### config.mk
export PLATFORM = sky130hd
export DESIGN_NAME = delta_timer_queue
export DESIGN_NICKNAME = d
export VERILOG_FILES = /design/src/hw/rtl/dtq_pkg.sv /design/src/hw/rtl/dtq_datapath.sv /design/src/hw/rtl/dtq_ctrl.sv /design/src/hw/rtl/delta_timer_queue.sv
export SDC_FILE = /design/constraint.sdc
export NUM_CORES = 2
export LEC_CHECK = 0
export BUFFER_PORTS_ARGS = -buffer_cell sky130_fd_sc_hd__buf_2
export CAP_MARGIN = 40
export CORE_ASPECT_RATIO = 0.8
export CORE_MARGIN = 10
export CORE_UTILIZATION = 42
export DETAILED_ROUTE_END_ITERATION = 10
export PLACE_DENSITY = 0.59
export SKIP_LAST_GASP = 1
export SLEW_MARGIN = 20
export SYNTH_ARGS = -nofsm -noshare
export SYNTH_HDL_FRONTEND = slang
export SYNTH_SLANG_ARGS = --single-unit
### constraint.sdc
create_clock -name i_clk -period 11.8 [get_ports i_clk]
set_input_delay 2.95 -clock i_clk [delete_from_list [all_inputs] [get_ports i_clk]]
set_output_delay 2.95 -clock i_clk [all_outputs]
set_load 0.01 [all_outputs]
### src/hw/rtl/dtq_pkg.sv
`timescale 1ns / 1ps
// ----------------------------------------------------------------------------
// dtq_pkg: shared types and constants of the delta timer queue
// Slot count, pointer widths, opcodes, result codes, controller states and
// the command / status bundles between controller and datapath.
// ----------------------------------------------------------------------------
package dtq_pkg;

    localparam int TIMERS  = 16;
    localparam int SLOT_W  = (TIMERS > 1) ? $clog2(TIMERS) : 1;
    localparam int PTR_W   = $clog2(TIMERS + 1);
    localparam int MAX_POP = (TIMERS < 16) ? TIMERS : 16;
    localparam int KCNT_W  = $clog2(MAX_POP + 1);

    localparam int ID_W    = 4;
    localparam int DELTA_W = 32;

    localparam logic [PTR_W-1:0] NIL = PTR_W'(TIMERS);

    // result status codes
    localparam logic [1:0] ST_OK     = 2'd0;
    localparam logic [1:0] ST_DUP    = 2'd1;
    localparam logic [1:0] ST_ABSENT = 2'd2;

    // result kinds
    localparam logic KIND_ALARM   = 1'b0;
    localparam logic KIND_EXPIRED = 1'b1;

    typedef enum logic [1:0] {
        OP_INSERT = 2'd0,
        OP_REMOVE = 2'd1,
        OP_EXPIRE = 2'd2,
        OP_NOP    = 2'd3
    } t_opcode;

    typedef enum logic [3:0] {
        S_IDLE,
        S_CHECK,
        S_INS_WALK,
        S_INS_LINK2,
        S_RM_WALK,
        S_RM_CAL,
        S_RM_ADD,
        S_RM_FIN,
        S_POP,
        S_REPORT
    } t_state;

    typedef enum logic [3:0] {
        CMD_NONE,
        CMD_LOAD,
        CMD_FAIL_DUP,
        CMD_FAIL_ABSENT,
        CMD_INS_CAL,
        CMD_INS_STEP,
        CMD_INS_LINK1,
        CMD_INS_LINK2,
        CMD_RM_START,
        CMD_RM_STEP,
        CMD_RM_CAL,
        CMD_RM_ADD,
        CMD_RM_FIN,
        CMD_EXP_ZERO,
        CMD_POP,
        CMD_REPORT
    } t_dp_op;

    // which pointer addresses the slot read port
    typedef enum logic [1:0] {
        RSEL_HEAD,
        RSEL_CUR,
        RSEL_ID
    } t_rsel;

    typedef struct packed {
        t_dp_op op;
        t_rsel  rsel;
    } t_dp_cmd;

    typedef struct packed {
        t_opcode op;
        logic    bad_id;
        logic    dup;
        logic    head_valid;
        logic    walk_more;
        logic    rm_more;
        logic    found;
        logic    pop_more;
        logic    out_free;
    } t_dp_stat;

endpackage

### src/hw/rtl/dtq_datapath.sv
`timescale 1ns / 1ps
// ----------------------------------------------------------------------------
// dtq_datapath: slot store, list pointers and result register
// Executes one controller command per cycle on the delta list.
// ----------------------------------------------------------------------------
module dtq_datapath (
    input  logic                      i_clk,
    input  logic                      i_rst_n,
    input  dtq_pkg::t_dp_cmd          i_cmd,
    output dtq_pkg::t_dp_stat         o_stat,
    input  logic [1:0]                i_opcode,
    input  logic [dtq_pkg::ID_W-1:0]  i_timer_id,
    input  logic [dtq_pkg::DELTA_W-1:0] i_delay,
    input  logic [dtq_pkg::DELTA_W-1:0] i_elapsed,
    output logic                      o_out_valid,
    input  logic                      i_out_stall,
    output logic                      o_kind,
    output logic [dtq_pkg::ID_W-1:0]  o_expired_id,
    output logic [dtq_pkg::DELTA_W-1:0] o_next_alarm,
    output logic                      o_alarm_valid,
    output logic [1:0]                o_status,
    output logic                      o_last
);

    // slot store
    logic [dtq_pkg::DELTA_W-1:0] r_delta [dtq_pkg::TIMERS];
    logic [dtq_pkg::PTR_W-1:0]   r_next  [dtq_pkg::TIMERS];
    logic [dtq_pkg::TIMERS-1:0]  r_queued, n_queued;
    logic [dtq_pkg::PTR_W-1:0]   r_head, n_head;

    // item context and walk pointers
    dtq_pkg::t_opcode            r_op;
    logic [dtq_pkg::ID_W-1:0]    r_id;
    logic [dtq_pkg::DELTA_W-1:0] r_delay, n_delay;
    logic [dtq_pkg::DELTA_W-1:0] r_elapsed;
    logic [dtq_pkg::PTR_W-1:0]   r_cur, n_cur;
    logic [dtq_pkg::PTR_W-1:0]   r_prev, n_prev;
    logic [dtq_pkg::PTR_W-1:0]   r_steps, n_steps;
    logic [dtq_pkg::KCNT_W-1:0]  r_kcnt, n_kcnt;
    logic [1:0]                  r_status, n_status;
    logic                        r_show, n_show;
    logic                        r_was_head, n_was_head;

    // result register
    logic                        r_o_valid;
    logic                        r_kind, n_kind;
    logic [dtq_pkg::ID_W-1:0]    r_xid, n_xid;
    logic [dtq_pkg::DELTA_W-1:0] r_alarm, n_alarm;
    logic                        r_aval, n_aval;
    logic [1:0]                  r_ostat, n_ostat;
    logic                        r_last, n_last;
    logic                        out_load;

    // write ports
    logic                        d_we;
    logic [dtq_pkg::SLOT_W-1:0]  d_waddr;
    logic [dtq_pkg::DELTA_W-1:0] d_wdata;
    logic                        nx_we;
    logic [dtq_pkg::SLOT_W-1:0]  nx_waddr;
    logic [dtq_pkg::PTR_W-1:0]   nx_wdata;

    // read port
    logic [dtq_pkg::PTR_W-1:0]   rd_ptr;
    logic [dtq_pkg::SLOT_W-1:0]  rd_idx;
    logic [dtq_pkg::DELTA_W-1:0] rd_delta;
    logic [dtq_pkg::PTR_W-1:0]   rd_next;
    logic [dtq_pkg::PTR_W-1:0]   rd_next_n;

    logic [dtq_pkg::SLOT_W-1:0]  id_idx, head_idx, cur_idx, prev_idx;
    logic [dtq_pkg::PTR_W-1:0]   id_ptr;
    logic                        head_valid, cur_valid, prev_valid, steps_ok;
    logic                        link_cur, rm_wh, show_now;
    logic [dtq_pkg::DELTA_W-1:0] rm_cal;

    always_comb begin
        case (i_cmd.rsel)
            dtq_pkg::RSEL_HEAD: rd_ptr = r_head;
            dtq_pkg::RSEL_CUR:  rd_ptr = r_cur;
            dtq_pkg::RSEL_ID:   rd_ptr = dtq_pkg::PTR_W'(r_id);
            default:            rd_ptr = r_head;
        endcase
    end

    assign rd_idx    = rd_ptr[dtq_pkg::SLOT_W-1:0];
    assign rd_delta  = r_delta[rd_idx];
    assign rd_next   = r_next[rd_idx];
    assign rd_next_n = (rd_next < dtq_pkg::NIL) ? rd_next : dtq_pkg::NIL;

    assign id_idx     = dtq_pkg::SLOT_W'(r_id);
    assign id_ptr     = dtq_pkg::PTR_W'(r_id);
    assign head_idx   = r_head[dtq_pkg::SLOT_W-1:0];
    assign cur_idx    = r_cur[dtq_pkg::SLOT_W-1:0];
    assign prev_idx   = r_prev[dtq_pkg::SLOT_W-1:0];
    assign head_valid = r_head < dtq_pkg::NIL;
    assign cur_valid  = r_cur < dtq_pkg::NIL;
    assign prev_valid = r_prev < dtq_pkg::NIL;
    assign steps_ok   = r_steps < dtq_pkg::PTR_W'(dtq_pkg::TIMERS);
    assign link_cur   = cur_valid && steps_ok;
    assign rm_wh      = (r_head == id_ptr);
    assign rm_cal     = (rm_wh && rd_delta >= r_elapsed) ? (rd_delta - r_elapsed) : rd_delta;
    assign show_now   = r_show && head_valid;
    assign out_load   = (i_cmd.op == dtq_pkg::CMD_POP) || (i_cmd.op == dtq_pkg::CMD_REPORT);

    // status to the controller
    always_comb begin
        o_stat.op         = r_op;
        o_stat.bad_id     = 32'(r_id) >= 32'(dtq_pkg::TIMERS);
        o_stat.dup        = r_queued[id_idx];
        o_stat.head_valid = head_valid;
        o_stat.walk_more  = cur_valid && steps_ok && (r_delay >= rd_delta);
        o_stat.rm_more    = cur_valid && (r_cur != id_ptr) && steps_ok;
        o_stat.found      = (r_cur == id_ptr);
        o_stat.pop_more   = head_valid && (r_kcnt < dtq_pkg::KCNT_W'(dtq_pkg::MAX_POP))
                            && (rd_delta == '0);
        o_stat.out_free   = !r_o_valid || !i_out_stall;
    end

    always_comb begin
        d_we       = 1'b0;
        d_waddr    = rd_idx;
        d_wdata    = rd_delta;
        nx_we      = 1'b0;
        nx_waddr   = id_idx;
        nx_wdata   = dtq_pkg::NIL;
        n_queued   = r_queued;
        n_head     = r_head;
        n_delay    = r_delay;
        n_cur      = r_cur;
        n_prev     = r_prev;
        n_steps    = r_steps;
        n_kcnt     = r_kcnt;
        n_status   = r_status;
        n_show     = r_show;
        n_was_head = r_was_head;
        n_kind     = r_kind;
        n_xid      = r_xid;
        n_alarm    = r_alarm;
        n_aval     = r_aval;
        n_ostat    = r_ostat;
        n_last     = r_last;
        case (i_cmd.op)
            dtq_pkg::CMD_LOAD: begin
                n_delay  = i_delay;
                n_status = dtq_pkg::ST_OK;
                n_show   = (i_opcode != dtq_pkg::OP_NOP);
            end
            dtq_pkg::CMD_FAIL_DUP: begin
                n_status = dtq_pkg::ST_DUP;
                n_show   = 1'b0;
            end
            dtq_pkg::CMD_FAIL_ABSENT: begin
                n_status = dtq_pkg::ST_ABSENT;
                n_show   = 1'b0;
            end
            dtq_pkg::CMD_INS_CAL: begin
                // late calibration leaves the head untouched
                if (head_valid && rd_delta >= r_elapsed) begin
                    d_we    = 1'b1;
                    d_waddr = head_idx;
                    d_wdata = rd_delta - r_elapsed;
                end
                n_cur   = r_head;
                n_prev  = dtq_pkg::NIL;
                n_steps = '0;
            end
            dtq_pkg::CMD_INS_STEP: begin
                n_delay = r_delay - rd_delta;
                n_prev  = r_cur;
                n_cur   = rd_next;
                n_steps = r_steps + 1'b1;
            end
            dtq_pkg::CMD_INS_LINK1: begin
                if (link_cur) begin
                    d_we    = 1'b1;
                    d_waddr = cur_idx;
                    d_wdata = rd_delta - r_delay;
                end
                nx_we            = 1'b1;
                nx_waddr         = id_idx;
                nx_wdata         = link_cur ? r_cur : dtq_pkg::NIL;
                n_queued[id_idx] = 1'b1;
            end
            dtq_pkg::CMD_INS_LINK2: begin
                d_we    = 1'b1;
                d_waddr = id_idx;
                d_wdata = r_delay;
                if (prev_valid) begin
                    nx_we    = 1'b1;
                    nx_waddr = prev_idx;
                    nx_wdata = id_ptr;
                end else begin
                    n_head = id_ptr;
                end
            end
            dtq_pkg::CMD_RM_START: begin
                n_cur   = r_head;
                n_prev  = dtq_pkg::NIL;
                n_steps = '0;
            end
            dtq_pkg::CMD_RM_STEP: begin
                n_prev  = r_cur;
                n_cur   = rd_next;
                n_steps = r_steps + 1'b1;
            end
            dtq_pkg::CMD_RM_CAL: begin
                d_we       = 1'b1;
                d_waddr    = id_idx;
                d_wdata    = rm_cal;
                n_delay    = rm_cal;
                n_was_head = rm_wh;
                n_cur      = rd_next_n;
            end
            dtq_pkg::CMD_RM_ADD: begin
                // successor takes over the removed delta
                if (cur_valid) begin
                    d_we    = 1'b1;
                    d_waddr = cur_idx;
                    d_wdata = rd_delta + r_delay;
                end
                if (prev_valid) begin
                    nx_we    = 1'b1;
                    nx_waddr = prev_idx;
                    nx_wdata = r_cur;
                end else begin
                    n_head = r_cur;
                end
            end
            dtq_pkg::CMD_RM_FIN: begin
                n_queued[id_idx] = 1'b0;
                nx_we            = 1'b1;
                nx_waddr         = id_idx;
                nx_wdata         = dtq_pkg::NIL;
                n_show           = r_was_head;
            end
            dtq_pkg::CMD_EXP_ZERO: begin
                d_we    = 1'b1;
                d_waddr = head_idx;
                d_wdata = '0;
                n_kcnt  = '0;
            end
            dtq_pkg::CMD_POP: begin
                n_kind             = dtq_pkg::KIND_EXPIRED;
                n_xid              = dtq_pkg::ID_W'(r_head);
                n_alarm            = '0;
                n_aval             = 1'b0;
                n_ostat            = dtq_pkg::ST_OK;
                n_last             = 1'b0;
                n_head             = rd_next_n;
                n_queued[head_idx] = 1'b0;
                nx_we              = 1'b1;
                nx_waddr           = head_idx;
                nx_wdata           = dtq_pkg::NIL;
                n_kcnt             = r_kcnt + 1'b1;
            end
            dtq_pkg::CMD_REPORT: begin
                n_kind  = dtq_pkg::KIND_ALARM;
                n_xid   = '0;
                n_alarm = show_now ? rd_delta : '0;
                n_aval  = show_now;
                n_ostat = r_status;
                n_last  = 1'b1;
            end
            default: begin
            end
        endcase
    end

    always_ff @(posedge i_clk) begin
        if (d_we) begin
            r_delta[d_waddr] <= d_wdata;
        end
        if (nx_we) begin
            r_next[nx_waddr] <= nx_wdata;
        end
    end

    always_ff @(posedge i_clk) begin
        if (!i_rst_n) begin
            r_queued  <= '0;
            r_head    <= dtq_pkg::NIL;
            r_o_valid <= 1'b0;
        end else begin
            r_queued <= n_queued;
            r_head   <= n_head;
            if (out_load) begin
                r_o_valid <= 1'b1;
            end else if (!i_out_stall) begin
                r_o_valid <= 1'b0;
            end
        end
    end

    always_ff @(posedge i_clk) begin
        if (i_cmd.op == dtq_pkg::CMD_LOAD) begin
            r_op      <= dtq_pkg::t_opcode'(i_opcode);
            r_id      <= i_timer_id;
            r_elapsed <= i_elapsed;
        end
        r_delay    <= n_delay;
        r_cur      <= n_cur;
        r_prev     <= n_prev;
        r_steps    <= n_steps;
        r_kcnt     <= n_kcnt;
        r_status   <= n_status;
        r_show     <= n_show;
        r_was_head <= n_was_head;
        r_kind     <= n_kind;
        r_xid      <= n_xid;
        r_alarm    <= n_alarm;
        r_aval     <= n_aval;
        r_ostat    <= n_ostat;
        r_last     <= n_last;
    end

    assign o_out_valid   = r_o_valid;
    assign o_kind        = r_kind;
    assign o_expired_id  = r_xid;
    assign o_next_alarm  = r_alarm;
    assign o_alarm_valid = r_aval;
    assign o_status      = r_ostat;
    assign o_last        = r_last;

    // a live head always names a queued slot
    a_head_queued: assert property (@(posedge i_clk) disable iff (!i_rst_n)
        (r_head < dtq_pkg::NIL) |-> r_queued[head_idx])
        else $error("head slot not marked queued");

    // every pop advances the head
    a_pop_moves: assert property (@(posedge i_clk) disable iff (!i_rst_n)
        (i_cmd.op == dtq_pkg::CMD_POP) |=> (r_head != $past(r_head)))
        else $error("pop left head in place");

    // results are only loaded into a free output register
    a_load_free: assert property (@(posedge i_clk) disable iff (!i_rst_n)
        out_load |-> (!r_o_valid || !i_out_stall))
        else $error("result overwritten while stalled");

endmodule

### src/hw/rtl/dtq_ctrl.sv
`timescale 1ns / 1ps
// ----------------------------------------------------------------------------
// dtq_ctrl: sequencer of the delta timer queue
// Steps each operation through check, list walk and splice or expiry pops, and report.
// ----------------------------------------------------------------------------
module dtq_ctrl (
    input  logic               i_clk,
    input  logic               i_rst_n,
    input  logic               i_in_valid,
    output logic               o_in_stall,
    input  dtq_pkg::t_dp_stat  i_stat,
    output dtq_pkg::t_dp_cmd   o_cmd
);

    dtq_pkg::t_state r_state, n_state;

    always_ff @(posedge i_clk) begin
        if (!i_rst_n) begin
            r_state <= dtq_pkg::S_IDLE;
        end else begin
            r_state <= n_state;
        end
    end

    // next state
    always_comb begin
        n_state = r_state;
        case (r_state)
            dtq_pkg::S_IDLE: begin
                if (i_in_valid) n_state = dtq_pkg::S_CHECK;
            end
            dtq_pkg::S_CHECK: begin
                case (i_stat.op)
                    dtq_pkg::OP_INSERT: begin
                        if (i_stat.bad_id || i_stat.dup) n_state = dtq_pkg::S_REPORT;
                        else                             n_state = dtq_pkg::S_INS_WALK;
                    end
                    dtq_pkg::OP_REMOVE: begin
                        if (i_stat.bad_id || !i_stat.dup) n_state = dtq_pkg::S_REPORT;
                        else                              n_state = dtq_pkg::S_RM_WALK;
                    end
                    dtq_pkg::OP_EXPIRE: begin
                        if (i_stat.head_valid) n_state = dtq_pkg::S_POP;
                        else                   n_state = dtq_pkg::S_REPORT;
                    end
                    default: n_state = dtq_pkg::S_REPORT;
                endcase
            end
            dtq_pkg::S_INS_WALK: begin
                if (!i_stat.walk_more) n_state = dtq_pkg::S_INS_LINK2;
            end
            dtq_pkg::S_INS_LINK2: n_state = dtq_pkg::S_REPORT;
            dtq_pkg::S_RM_WALK: begin
                if (!i_stat.rm_more) begin
                    if (i_stat.found) n_state = dtq_pkg::S_RM_CAL;
                    else              n_state = dtq_pkg::S_REPORT;
                end
            end
            dtq_pkg::S_RM_CAL: n_state = dtq_pkg::S_RM_ADD;
            dtq_pkg::S_RM_ADD: n_state = dtq_pkg::S_RM_FIN;
            dtq_pkg::S_RM_FIN: n_state = dtq_pkg::S_REPORT;
            dtq_pkg::S_POP: begin
                if (!i_stat.pop_more) n_state = dtq_pkg::S_REPORT;
            end
            dtq_pkg::S_REPORT: begin
                if (i_stat.out_free) n_state = dtq_pkg::S_IDLE;
            end
            default: n_state = dtq_pkg::S_IDLE;
        endcase
    end

    // outputs
    always_comb begin
        o_in_stall = (r_state != dtq_pkg::S_IDLE);
        o_cmd.op   = dtq_pkg::CMD_NONE;
        o_cmd.rsel = dtq_pkg::RSEL_HEAD;
        case (r_state)
            dtq_pkg::S_IDLE: begin
                if (i_in_valid) o_cmd.op = dtq_pkg::CMD_LOAD;
            end
            dtq_pkg::S_CHECK: begin
                case (i_stat.op)
                    dtq_pkg::OP_INSERT: begin
                        if (i_stat.bad_id)   o_cmd.op = dtq_pkg::CMD_FAIL_ABSENT;
                        else if (i_stat.dup) o_cmd.op = dtq_pkg::CMD_FAIL_DUP;
                        else                 o_cmd.op = dtq_pkg::CMD_INS_CAL;
                    end
                    dtq_pkg::OP_REMOVE: begin
                        if (i_stat.bad_id || !i_stat.dup) o_cmd.op = dtq_pkg::CMD_FAIL_ABSENT;
                        else                              o_cmd.op = dtq_pkg::CMD_RM_START;
                    end
                    dtq_pkg::OP_EXPIRE: begin
                        if (i_stat.head_valid) o_cmd.op = dtq_pkg::CMD_EXP_ZERO;
                    end
                    default: o_cmd.op = dtq_pkg::CMD_NONE;
                endcase
            end
            dtq_pkg::S_INS_WALK: begin
                o_cmd.rsel = dtq_pkg::RSEL_CUR;
                if (i_stat.walk_more) o_cmd.op = dtq_pkg::CMD_INS_STEP;
                else                  o_cmd.op = dtq_pkg::CMD_INS_LINK1;
            end
            dtq_pkg::S_INS_LINK2: o_cmd.op = dtq_pkg::CMD_INS_LINK2;
            dtq_pkg::S_RM_WALK: begin
                o_cmd.rsel = dtq_pkg::RSEL_CUR;
                if (i_stat.rm_more)     o_cmd.op = dtq_pkg::CMD_RM_STEP;
                else if (!i_stat.found) o_cmd.op = dtq_pkg::CMD_FAIL_ABSENT;
            end
            dtq_pkg::S_RM_CAL: begin
                o_cmd.rsel = dtq_pkg::RSEL_ID;
                o_cmd.op   = dtq_pkg::CMD_RM_CAL;
            end
            dtq_pkg::S_RM_ADD: begin
                o_cmd.rsel = dtq_pkg::RSEL_CUR;
                o_cmd.op   = dtq_pkg::CMD_RM_ADD;
            end
            dtq_pkg::S_RM_FIN: o_cmd.op = dtq_pkg::CMD_RM_FIN;
            dtq_pkg::S_POP: begin
                if (i_stat.pop_more && i_stat.out_free) o_cmd.op = dtq_pkg::CMD_POP;
            end
            dtq_pkg::S_REPORT: begin
                if (i_stat.out_free) o_cmd.op = dtq_pkg::CMD_REPORT;
            end
            default: o_cmd.op = dtq_pkg::CMD_NONE;
        endcase
    end

endmodule

### src/hw/rtl/delta_timer_queue.sv
`timescale 1ns / 1ps
// ----------------------------------------------------------------------------
// delta_timer_queue: sorted delta list of software timers
// Insert, remove and alarm-expire operations on a list of timer slots,
// each slot holding its delay relative to the slot ahead of it.
// ----------------------------------------------------------------------------
//
//  channel  | direction | handshake              | word
//  ---------+-----------+------------------------+-------------------------------
//  in       | input     | i_in_valid/o_in_stall  | opcode, timer_id, delay, elapsed
//  out      | output    | o_out_valid/i_out_stall| kind, expired_id, next_alarm,
//           |           |                        | alarm_valid, status, last
//
//  One operation at a time; the list walk over the slot store sets the time.
//  Insert walks past the slots ahead of its place, remove walks to the slot's
//  position in the list and expire pops the expired timers one by one;
//  errors and no-ops go straight to the report. The sequence waits while
//  i_out_stall holds a waiting word. i_rst_n is synchronous, active low; it
//  empties the queue at once, with no clearing pass. The output register
//  holds a word while i_out_stall is high; the input is stalled from
//  acceptance until the final word of the operation is loaded.
//
module delta_timer_queue (
    input  logic        i_clk,
    input  logic        i_rst_n,
    input  logic        i_in_valid,
    output logic        o_in_stall,
    input  logic [1:0]  i_opcode,
    input  logic [3:0]  i_timer_id,
    input  logic [31:0] i_delay,
    input  logic [31:0] i_elapsed,
    output logic        o_out_valid,
    input  logic        i_out_stall,
    output logic        o_kind,
    output logic [3:0]  o_expired_id,
    output logic [31:0] o_next_alarm,
    output logic        o_alarm_valid,
    output logic [1:0]  o_status,
    output logic        o_last
);

    // command/status link between sequencer and datapath
    dtq_pkg::t_dp_cmd  cmd;
    dtq_pkg::t_dp_stat stat;

    // sequencer: one command per cycle unless held by i_out_stall, walks the list slot by slot
    dtq_ctrl u_ctrl (
        .i_clk      (i_clk),
        .i_rst_n    (i_rst_n),
        .i_in_valid (i_in_valid),
        .o_in_stall (o_in_stall),
        .i_stat     (stat),
        .o_cmd      (cmd)
    );

    // datapath: slot deltas, links, queued flags, head pointer, output word
    dtq_datapath u_dp (
        .i_clk         (i_clk),
        .i_rst_n       (i_rst_n),
        .i_cmd         (cmd),
        .o_stat        (stat),
        .i_opcode      (i_opcode),
        .i_timer_id    (i_timer_id),
        .i_delay       (i_delay),
        .i_elapsed     (i_elapsed),
        .o_out_valid   (o_out_valid),
        .i_out_stall   (i_out_stall),
        .o_kind        (o_kind),
        .o_expired_id  (o_expired_id),
        .o_next_alarm  (o_next_alarm),
        .o_alarm_valid (o_alarm_valid),
        .o_status      (o_status),
        .o_last        (o_last)
    );

endmodule

After elaboration in Yosys (flattened, before gate mapping)
Memories as Yosys holds them, arrays and structs flattened. Cells that the tools add are included.

Flip-flop bits (word level): 161. Bits in writable memories: 592. Input port bits: 74. Output and inout bits: 43. Logic and storage cells: 202. Memories kept: 2.

Add/sub/neg operators: 6. Magnitude comparators: 12. Equal/unequal tests: 40. Muxes and demuxes: 76. Bitwise gates (word level): 5. Reduce and logical (&&, ||, !) cells: 40.

Memory list: u_dp.r_delta (depth 16, bits a word 32, read ports 1, clocked after Yosys merged registers in 0, write ports 1, RTL line dtq_datapath.sv:26) `logic [dtq_pkg::DELTA_W-1:0] r_delta [dtq_pkg::TIMERS];`; u_dp.r_next (depth 16, bits a word 5, read ports 1, clocked after Yosys merged registers in 0, write ports 1, RTL line dtq_datapath.sv:27) `logic [dtq_pkg::PTR_W-1:0] r_next [dtq_pkg::TIMERS];`.

Operator list (count): $pmux W32 S6 (1); $mux W32 (5); $pmux W32 S3 (1); $sub A32 B32 Y32 (3); $mux W4 (17); $ge A32 B32 Y1 (2); $pmux W32 S2 (1); $pmux W16 S3 (1); $pmux W5 S3 (3); $eq A4 B4 Y1 const B (10); $pmux W4 S10 (1); $pmux W4 S9 (1); $add A32 B32 Y32 (1); $and A16 B16 Y16 (2); $eq A4 B3 Y1 const B (8); $logic_not A32 Y1 (1); $not A16 Y16 (2); $lt A5 B5 Y1 const B (6); $mux W5 (6); $pmux W5 S2 (3); $pmux W4 S2 (3); $pmux W4 S3 (2); $pmux W4 S5 (1); $reduce_bool A3 Y1 (6); other kinds (33) (92).

Logic depth before layout (Yosys ltp)
An unclocked memory read counts as a cell.

Depth after elaboration: 16. Depth in mapped cells: 33. Depth with buffers taken out: 23.

Hierarchy
Synthesis repeated with hierarchy kept, for this count alone.

Cell total of the unflattened synthesis: 3741. Area, all modules: 39480.4 µm².

By module, submodules not included: dtq_datapath (instances 1, cells each 3655, area an instance 38919.8 µm², seq. area each 22271.4 µm²); dtq_ctrl (instances 1, cells each 86, area an instance 560.5 µm², seq. area each 80.1 µm²).

Worst setup path before layout
Ideal clock, no wire load.

Path type: register to register. Start: register u_ctrl.r_state[1]. End: memory u_dp.r_delta[3][0] (netlist bit) (enable). Library setup time: 461 ps. Data arrival time: 8837 ps. Required time: 11339 ps. Slack: 2502 ps. Stages on the path, launching flop included: 31. Buffers on the path: 8. Clock period less this slack: 9298 ps. Path through: dfxtp_1 clkbuf_1 nor2_1 nand3_1 clkbuf_1 clkbuf_1 ha_1 buf_2 a221o_1 nand2_1 buf_2 buf_1 a211oi_1 a311oi_1 or4_1 clkbuf_1 inv_1 ha_1 fa_1 nand2b_1 a21oi_1 a211oi_1 o221ai_1 a21oi_1 nor2_1 o211a_1 clkbuf_1 o21ai_0 o2111ai_1 nand4_1 nor3_1.

Word-level cells in the longest chain between the ends: 16. Elaborated cells between the ends (all ways): 42. Classes of those cells: order compare (2); eq/ne (17); mux (13); reduce/logical (9); memory (1).

Ends and longest elaborated chain: start: declaration (RTL line dtq_ctrl.sv:15) `dtq_pkg::t_state r_state, n_state;`; start signal: assignment (RTL line dtq_ctrl.sv:19) `r_state <= dtq_pkg::S_IDLE;`; start signal: assignment (RTL line dtq_ctrl.sv:21) `r_state <= n_state;`; $eq A4 B2 Y1 / $eq A4 B3 Y1 (equally long branches) (RTL line dtq_ctrl.sv:77) `case (r_state)`; $reduce_or A3 Y1 (no line); $pmux W2 S2 (*) (RTL line dtq_ctrl.sv:77); $eq A2 B2 Y1 / $eq A2 B1 Y1 (equally long branches) (RTL line dtq_datapath.sv:76) `case (i_cmd.rsel)`; $pmux W4 S2 (*) (RTL line dtq_datapath.sv:76); $mem_v2 Z16 W32 (*); net u_dp.rd_delta, one bit (RTL line dtq_datapath.sv:65) `logic [dtq_pkg::DELTA_W-1:0] rd_delta;`; branches (longest 10 deep; another with $ge A32 B32 Y1); end: declaration (RTL line dtq_datapath.sv:26).

Mark *: on every way through the listed nets, which the timed path passes.

Worst setup path in the final report
Start: register u_ctrl.r_state[1]. End: memory u_dp.r_delta[4][19] (netlist bit) (enable).

Word-level cells in the longest chain between the ends: 16. Elaborated cells between the ends (all ways): 42. Classes of those cells: order compare (2); eq/ne (17); mux (13); reduce/logical (9); memory (1).

Ends and longest elaborated chain: branches (longest 16 deep; another with $mem_v2 Z16 W32).

Parallel ways; which one is timed is not known.

==> results.md <==
* Status: finished clean
* Simple-Gate Fraction of Synth Area at 11.87%
* Crit path DAT at 9.69 ns
* Post-CTS setup buffers at 0
* CTS tree: done
* Met3 Resource Use GR at 4.442%
* Final Max Slew Viols at 0
* Starting DRT DRC Count at 3,421
* GRT Util Overall at 23.48%
* Cell Area, Synth at 38,420 um^2
* Min Tclk post-route at 9.424 ns
* Share of synthesized area occupied by flip-flops and latches at 58.18%
* Commonest non-fill, non-tap cell in the layout: edfxtp_1
* Die area at 104,000 um^2
* Crit start category: register
* Initial antenna violation count at 3
* Max-cap violations at 0
* Critical R2R Capture: u_dp.r_delta[4][19]$_DFFE_PP_
* FF+latch count, synth at 753
* Fin area at 43,630 um^2
* Crit. End Element: register
* Antenna Nets Post-Route at 0
* Reg2Reg Depth at 26
* Cell Rows at 99
* Syn_nets at 3,411
* Leakage power at 16.08 nW
* Hold Path Class: reg2reg
* CTS max path bufs at 3
* Post-synthesis cell type count at 82
* Synth Area in Compound Gates at 15.43%
* Port bufs at 116
* Num ports at 117
* CTS HTree Levels at 3
* RR Startpoint: u_ctrl.r_state[1]$_SDFFE_PN0P_
* Cell Area, Placed at 40,780 um^2
* Post-Synth Adder-Cell Area at 4.475%
* Final wirelength at 126,100 um
* FFs w/ async S/R, synth at 0%
* Clock slew at reported path FFs at 0.06 ns
* Syn Inst Count at 3,202
* GRT busiest layer: met1
* Hpwl dp at 82,710 um
* Die width at 358.1 um
* Mux share of post-synthesis cell area at 4.729%
* Hold path depth at 1
* Worst-Skew Late Latency at 0.65 ns
* Pwr Density at 184.7 nW/um^2
* Fin. Hold Viols at 0
* Pwr Total at 8.058 mW
* Register Area at 22,350 um^2
* Wirelength per Cell at 27.54 um
* Placer Congestion at 0.9482
* Max transition margin at 23.09%
* Starting Density at 42.26%
* Largest net degree at the start of global routing at 185
* Worst-Margin Slew at 1.154 ns
* Met2 track demand over resource at 34.08%
* Flop-to-flop setup slack at 2.38 ns
* Die height at 290.5 um
* Fmax achieved at 106.1 MHz
* Grt ovf at 0
* Multi-input logic area at 14,910 um^2
* Final period util at 79.87%
* CP required at 12.06 ns
* Syn Area/Cell at 12.00 um^2
* DR vias/cell at 6.255
* Antenna diodes at 0
* Area growth, synth to finish at 13.57%
* First-pass GRT wire length at 184,700 um
* Vias in the first global route at 27,403
* Worst VDD drop at 150.2 uV
* Pre-CTS setup slack at 2.336 ns
* Final core utilization at 47.99%
* Proportion of layout cells with a drive suffix above 1 at 14.35%
* Clock sink count at 753
* Layout fillers at 8,049
* Xor/xnor cell area share of the yosys netlist at 1.755%
* Worst setup path start: u_ctrl.r_state[1]$_SDFFE_PN0P_
* DRC at 0
* Layout Nets at 3,511
* CP Class: reg2reg
* Commonest cells after routing, fill and taps aside: edfxtp_1 (727), nand2_1 (339), nor2_1 (187), a21oi_1 (147), inv_1 (133)
* YS warnings at 0
* Post-synth EDFFs at 727
* Setup ws final at 2.376 ns
* DRT Pass-1 Iters at 8
* RSZ-0062 raised after global routing: false
* Ys flop type: edfxtp_1
* # setup viols final at 0
* Largest family of logic cells by synthesized area: compound AO/OA/AOI/OAI gates
* Grt met1 use at 35.62%
* Crit path capture: u_dp.r_delta[4][19]$_DFFE_PP_
* Setup TNS at 0 ns
* Via Count at 28,634
* CTS root buffer: clkbuf_16
* Clock skew at 0.03294 ns
* PostCTS Resize Cnt at 0
* Worst Path Max Fanout at 45
* Num CTS Buffers at 78
* Cts hold-fix bufs at 0
* Core area at 90,920 um^2
==> routing by layer <==
layer / routed length [um] / share of wire [%] / up-vias
li1: - / - / 12566
met3: 12370 / 9.8 / 185
met5: 0 / 0 / -
met1: 56550 / 45 / 14385
met2: 54090 / 43 / 1498
met4: 3088 / 2.4 / 0
==> cell usage after synthesis (29+ instances only) <==
library cell	instances	area share, %
xnor2_1	55	1.3
a21o_1	51	1.0
mux2i_1	33	0.86
and3_1	106	1.7
nand3_1	55	0.72
buf_2	30	0.39
clkbuf_1	152	1.5
and2_1	31	0.50
ha_1	131	4.3
mux4_2	65	3.8
a211oi_1	117	2.3
nor2_1	196	1.9
edfxtp_1	727	57
nor3_1	53	0.69
buf_1	29	0.28
o21ai_0	125	1.6
inv_1	134	1.3
nand2b_1	29	0.47
nand2_1	340	3.3
a21oi_1	148	1.9
a311oi_1	95	2.2
==> registers in the layout (all words and copies together) (netlist names), 5 cells and up <==
name	count
u_dp.r_delta	512
u_dp.r_delay	32
u_dp.r_elapsed	32
u_dp.r_head	5
u_dp.r_cur	5
u_dp.r_kcnt	5
u_dp.r_next	80
u_dp.o_next_alarm	32
u_dp.r_prev	5
u_dp.r_steps	5
u_dp.r_queued	16
==> layout make-up <==
class	instances	share of cell area (%)
Multi-Input combinational cell	2100	34.16
Sequential cell	753	51.23
Inverter	135	1.161
Clock buffer	90	4.674
Tap cell	1212	3.476
Clock inverter	54	1.405
Timing Repair Buffer	234	3.891
==> cell families (layout without fill, tap and decap cells) <==
family,after synthesis,in the layout
DFF,753,753
buffers and inverters,349,513
AOI/OAI and AO/OA,838,838
adders and majority gates,135,135
and+or+nand+nor,950,950
muxes,100,100
xor gates and xnor gates,77,77
==> worst max-delay path, cell delays in order (launching register included) <==
cell and delay (ns):
dfxtp_1 0.48, nor2_1 0.19, nand3_1 0.15, buf_4 0.47, inv_1 0.13, ha_1 0.27, a221o_2 0.48, and2_4 0.33
buf_16 0.26, buf_4 0.29, nand2_1 0.11, a311oi_1 0.14, or4_1 0.88, ha_1 0.62, and3_1 0.41, and4_1 0.30
o221ai_1 0.27, a21boi_0 0.22, o21ai_0 0.10, nand3b_1 0.41, or2_2 0.22, buf_4 0.50, nor2_1 0.07, o311ai_0 0.45
o31ai_1 0.32, nor3_2 0.22, buf_4 0.59
==> worst min path at each step <==
| stage | startpoint | to | slack, ns |
|---|---|---|---|
| 2_1_floorplan | u_dp.r_queued[2]$_SDFFE_PN0P_ | u_dp.r_queued[2]$_SDFFE_PN0P_ | 0.49 |
| 3_3_place_gp | u_dp.r_queued[2]$_SDFFE_PN0P_ | u_dp.r_queued[2]$_SDFFE_PN0P_ | 0.50 |
| 3_5_place_dp | u_dp.r_queued[2]$_SDFFE_PN0P_ | u_dp.r_queued[2]$_SDFFE_PN0P_ | 0.52 |
| 4_1_cts | u_dp.r_queued[2]$_SDFFE_PN0P_ | u_dp.r_queued[2]$_SDFFE_PN0P_ | 0.53 |
| 5_1_grt | u_dp.r_status[1]$_DFFE_PP_ | u_dp.o_status[1]$_SDFFCE_PN0P_ | 0.54 |
| 6_report | u_dp.r_status[1]$_DFFE_PP_ | u_dp.o_status[1]$_SDFFCE_PN0P_ | 0.53 |
==> power breakdown <==
group | total, mW | switching (mW) | internal (mW) | leakage (nW)
sequential | 3.24 | 0.0507 | 3.19 | 6.89
clock | 2.56 | 1.09 | 1.48 | 1.27
combinational | 2.26 | 1.55 | 0.706 | 7.91
total | 8.06 | 2.69 | 5.37 | 16.1
==> stage by stage <==
stage	cells	hold WS [ns]
floorplan	3202	0.4869
global placement	4397	0.5035
detailed placement	4421	0.5239
CTS	4565	0.5313
global route	4578	0.5402
finish	4578	0.5294
Power figures use the tool's default switching activity.
